**src/ppcr_pkg.sv**
```systemverilog
// Shared package for the particle pair collision resolver.
// Holds widths, register map codes, outcome codes, the beat type and the pipeline
// payload types; no dependencies.
`default_nettype none
package ppcr_pkg;

  localparam int FRAC_BITS = 8;
  localparam int POS_BITS  = 18;
  localparam int VEL_BITS  = 14;
  localparam int RAD_BITS  = 14;
  localparam int LIM_BITS  = 13;
  localparam int BNC_BITS  = 9;
  localparam int THR_BITS  = 14;

  // Divider widths: numerator magnitude, divisor and quotient bits kept
  localparam int DIV_NUM_W = 64;
  localparam int DIV_DEN_W = 46;
  localparam int DIV_Q_W   = 24;

  // Register byte addresses
  localparam logic [3:0] ADDR_LIMIT  = 4'd0;
  localparam logic [3:0] ADDR_BOUNCE = 4'd4;
  localparam logic [3:0] ADDR_THRESH = 4'd8;

  // Outcome codes
  localparam logic [1:0] OUT_NONE    = 2'd0;
  localparam logic [1:0] OUT_CONTACT = 2'd1;
  localparam logic [1:0] OUT_REPEL   = 2'd2;
  localparam logic [1:0] OUT_IMPULSE = 2'd3;

  // One input beat
  typedef struct packed {
    logic [POS_BITS-1:0]        ax;
    logic [POS_BITS-1:0]        ay;
    logic signed [VEL_BITS-1:0] avx;
    logic signed [VEL_BITS-1:0] avy;
    logic [RAD_BITS-1:0]        ar;
    logic [POS_BITS-1:0]        bx;
    logic [POS_BITS-1:0]        by;
    logic signed [VEL_BITS-1:0] bvx;
    logic signed [VEL_BITS-1:0] bvy;
    logic [RAD_BITS-1:0]        br;
  } pair_t;

  // Configuration values seen by the datapath
  typedef struct packed {
    logic [LIM_BITS-1:0] limit;
    logic [BNC_BITS-1:0] bounce;
    logic [THR_BITS-1:0] thresh;
  } cfg_t;

  // Geometry carried alongside the square root
  typedef struct packed {
    pair_t              p;
    logic signed [18:0] dx;
    logic signed [18:0] dy;
    logic [14:0]        rs;
    logic [37:0]        d2;
    logic               touch;
    logic signed [34:0] num;
  } geo_t;

  // Decision carried alongside the dividers
  typedef struct packed {
    pair_t      p;
    logic [1:0] oc;
    logic       chg;
  } ctl_t;

endpackage
`default_nettype wire

```
**src/ppcr_regs.sv**
```systemverilog
// APB-style configuration registers for the collision resolver.
// Depends on ppcr_pkg.
`default_nettype none
module ppcr_regs (
  input  wire logic        clk,
  input  wire logic        rst_n,
  input  wire logic        psel,
  input  wire logic        penable,
  input  wire logic        pwrite,
  input  wire logic [3:0]  paddr,
  input  wire logic [31:0] pwdata,
  output logic [31:0]      prdata,
  output logic             pready,
  output ppcr_pkg::cfg_t   cfg
);

  logic [ppcr_pkg::LIM_BITS-1:0] limit_r;
  logic [ppcr_pkg::BNC_BITS-1:0] bounce_r;
  logic [ppcr_pkg::THR_BITS-1:0] thresh_r;
  logic                          wr_en;

  assign pready = 1'b1;
  assign wr_en  = psel & penable & pwrite;

  // Register writes
  always_ff @(posedge clk) begin
    if (!rst_n) begin
      limit_r  <= 13'd3840;
      bounce_r <= 9'd205;
      thresh_r <= 14'd512;
    end else if (wr_en) begin
      unique case (paddr)
        ppcr_pkg::ADDR_LIMIT:  limit_r  <= pwdata[ppcr_pkg::LIM_BITS-1:0];
        ppcr_pkg::ADDR_BOUNCE: bounce_r <= pwdata[ppcr_pkg::BNC_BITS-1:0];
        ppcr_pkg::ADDR_THRESH: thresh_r <= pwdata[ppcr_pkg::THR_BITS-1:0];
        default: ;
      endcase
    end
  end

  // Read mux
  always_comb begin
    unique case (paddr)
      ppcr_pkg::ADDR_LIMIT:  prdata = {19'd0, limit_r};
      ppcr_pkg::ADDR_BOUNCE: prdata = {23'd0, bounce_r};
      ppcr_pkg::ADDR_THRESH: prdata = {18'd0, thresh_r};
      default:               prdata = 32'd0;
    endcase
  end

  assign cfg = '{limit: limit_r, bounce: bounce_r, thresh: thresh_r};

endmodule
`default_nettype wire

```
**config.mk**
```make
export PLATFORM = sky130hd
export DESIGN_NAME = ppcr_regs
export DESIGN_NICKNAME = d
export VERILOG_FILES = /design/src/ppcr_pkg.sv /design/src/ppcr_regs.sv
export SDC_FILE = /design/constraint.sdc
export NUM_CORES = 1
export LEC_CHECK = 0
export BUFFER_PORTS_ARGS = -buffer_cell sky130_fd_sc_hd__buf_2
export CAP_MARGIN = 20
export CORE_MARGIN = 2
export CORE_UTILIZATION = 24
export DETAILED_ROUTE_END_ITERATION = 7
export GPL_TIMING_DRIVEN = 0
export PLACE_DENSITY_LB_ADDON = 0.12
export SETUP_SLACK_MARGIN = 0.2
export SKIP_LAST_GASP = 1
export SLEW_MARGIN = 20
export SYNTH_ARGS = -nofsm -noshare
export SYNTH_HDL_FRONTEND = slang
export SYNTH_SLANG_ARGS = --single-unit
```
**constraint.sdc**
```tcl
create_clock -name clk -period 2.7 [get_ports clk]
set_input_delay 0.675 -clock clk [delete_from_list [all_inputs] [get_ports clk]]
set_output_delay 0.675 -clock clk [all_outputs]
set_load 0.02 [all_outputs]
```
==> results.cfg <==
[setup_path]
path_class = primary input to output pin
cp_max_fo = 10
crit_path_top_delay_cell = nor4_4
cp_num_buf_inv = 4
cp.arrival_ns = 1.76
worstPathRequired_ns = 2.03
worstSetupStartpointType = primary input
cpPeakStageDelay_ns = 0.37
cp_common_cell = buf_2
cp-end-kind = output pin
cp_top_family = buffers and inverters
path_cells = buf_2 > nor4_4 > buf_4 > a222oi_1 > inv_1 > buf_2

[clocking]
cts_buffer_depth = 2
clk_pin_slew_worst_paths_ns = 0.07
insertion_delay_ns = 0.29
clock_sinks = 36
cts_tree = yes
holdBufCountCts = 0
htree_levels = 2
root_buffer = clkbuf_8
numCtsBuffers = 5

[final_layout]
drive_above_1_share = 0.380
layout.nets = 341
stdcell_count = 399
antenna-diode-count = 0
area_delta_synth_final_pct = 38.5
fin_area_um2 = 2490

[sta]
timing.final.crit_share = 0.902
max_freq_ghz = 0.411
rsz0062_at_grt = true
min_period_ns = 2.43
relSlewSlack = 0.609
hold_violations = 0
slew_violations = 0
finalSetupViolations = 0
fin_ws_ns = 0.265
final.setup_skew_ns = 0
tightest_slew_ns = 0.587

[global_routing]
grtUsageTotal = 0.139
grt_max_degree = 11
grt_pass1_wl_mm = 8.91
grt_pass1_vias = 1623
antenna_found_initial = 0
overflow = 0

[yosys]
syn_area_um2 = 1800
avgSynthCellArea_um2 = 9.07
synthMuxAreaShare = 0.145
synth-simple-area-share = 0.174
synthCells = 198
ys_seq_elements = 36
synth_compound_area_frac = 0.114
synth_top_family_by_area = simple AND/OR/NAND/NOR gates
synthAdderAreaFrac = 0
synthDistinctLibCells = 22
synthXorXnorAreaFrac = 0
yosysWarnings = 0
synth-seq-area-share = 0.401

[placement]
place_inst = 386
dpl.hpwl_mm = 4.02
postPlaceCellArea_um2 = 2340
port_buffers = 72
gp_congestion = 0.733
dp_slack_ns = -0.206

[drt]
via_per_inst = 4.31
drt_iter0_drc = 96
met3WireLength_um = 391
routed_wl_mm = 5.69
drc = 0
drt_first_pass_iters = 4
m1WireLength_mm = 2.63
vias = 1721
wire_per_inst_um = 14.2
wl_met2_mm = 2.60
ant_nets = 0
route.top_layer_used = met4

[floorplan]
fp-row-count = 31
die_y_um = 90.5
dieArea_um2 = 8190
initial_core_util = 0.248
die_x_um = 90.5
pin_count = 110
coreArea_um2 = 7250

[pwr]
p_comb_frac = 0.134
power_mw = 1.04
p_per_area_nw_per_um2 = 420
p_int_mw = 0.763
ir_drop_v = 0.000136
p_seq_frac = 0.513
switching_share = 0.269
clock_power_share = 0.352
p_leak_nw = 1.30
p_sw_mw = 0.280

[run]
maxCapViolations = 0

[run_status]
status = finished, final reports clean

[worst_hold_path]
hp-class = register to register
## power by group through the flow
| stage | Clock (mW) | Combinational (mW) | Sequential, mW |
|---|---|---|---|
| finish | 0.368 | 0.140 | 0.535 |
| global route | 0.400 | 0.152 | 0.535 |
| CTS | 0.382 | 0.139 | 0.535 |
| detailed placement | 0 | 0.135 | 0.548 |
| global placement | 0 | 0.135 | 0.548 |
| floorplan | 0 | 0.0854 | 0.550 |
## tightest hold or removal path: stages (launching register included)
cell     delay (ns)
dfxtp_1        0.32
nand2_1        0.05
mux2i_1        0.05
## final timing paths
kind	to	from	cells after the start	slack [ns]
setup / recovery	prdata[3]	paddr[2]	6	0.27
hold / removal	thresh_r[13]	thresh_r[13]	2	0.47
setup reg to reg	limit_r[9]	limit_r[9]	3	1.95
hold reg to reg	thresh_r[13]	thresh_r[13]	2	0.47
## Yosys cell counts (all sizes together)
cell type	number	area, um^2
nand2	40	153
dfxtp	36	721
buf	27	204
mux2i	26	260
inv	17	63.8
a222oi	9	90.1
nand3	8	40.0
o211ai	8	60.1
clkbuf	6	22.5
a21oi	4	20.0
a22o	4	35.0
and2	4	25.0
conb	2	7.51
nand2b	2	12.5
nor4b	2	47.6
and3	1	6.26
nor2b	1	6.26
nor4	1	21.3
## placed cells by master, fill, tap and decap left out
master and instances:
buf_6 2, inv_1 17, and2_1 4, a22o_1 4
conb_1 19, o211ai_1 8, mux2i_1 26, clkinv_2 1
nor2b_1 1, nand3_1 8, dfxtp_1 36, a222oi_1 9
clkbuf_8 5, a21oi_1 4, buf_12 1, and3_1 1
clkbuf_2 1, buf_2 69, nor4b_4 2, nor4_4 1
nand2b_1 2, nand2_2 1, clkbuf_1 7, nand2_1 39
buf_4 30, buf_1 1, clkbuf_4 1
## area by class of cell
cell class / count / area, um^2
repair buffers: 78 / 417
well taps: 99 / 124
fillers: 781 / 4770
clock inverters: 1 / 5.00
flip-flops and latches: 36 / 721
plain buffers: 33 / 235
multi-input cells: 129 / 848
clock buffers: 6 / 72.6
inverters: 17 / 63.8
## sequential cells by signal, indices dropped and copies added (netlist names)
signal    cells
thresh_r     14
limit_r      13
bounce_r      9
## through the flow
step           TNS [ns]  hold slack, ns   util
3_5_place_dp      -1.50           0.466  0.323
4_1_cts               0           0.476  0.339
6_report              0           0.472  0.343
3_3_place_gp      -1.51           0.462  0.323
2_1_floorplan         0           0.541      -
5_1_grt               0           0.491  0.343
## metal layers
layer	track usage	vias to the layer above
li1	-	843
met1	0.186	807
met2	0.223	65
met3	0.0334	6
met4	0.0385	0
met5	0	-
## cell families (layout without fill, tap and decap cells)
group	Yosys count	count (layout)
and+or+nand+nor	59	59
buffers and inverters	50	135
DFF	36	36
muxes	26	26
AOI/OAI and AO/OA	25	25
other	2	19
## repair_timing
| action | 4_1_cts | 5_1_grt |
|---|---|---|
| setup endpoints to repair | 14 | 6 |
| setup buffers | 4 | 2 |
| cloned | 0 | 0 |
| pin swaps | 3 | 2 |
| gates resized for setup | 2 | 6 |
Note: power is estimated with default switching activity, not from simulation.
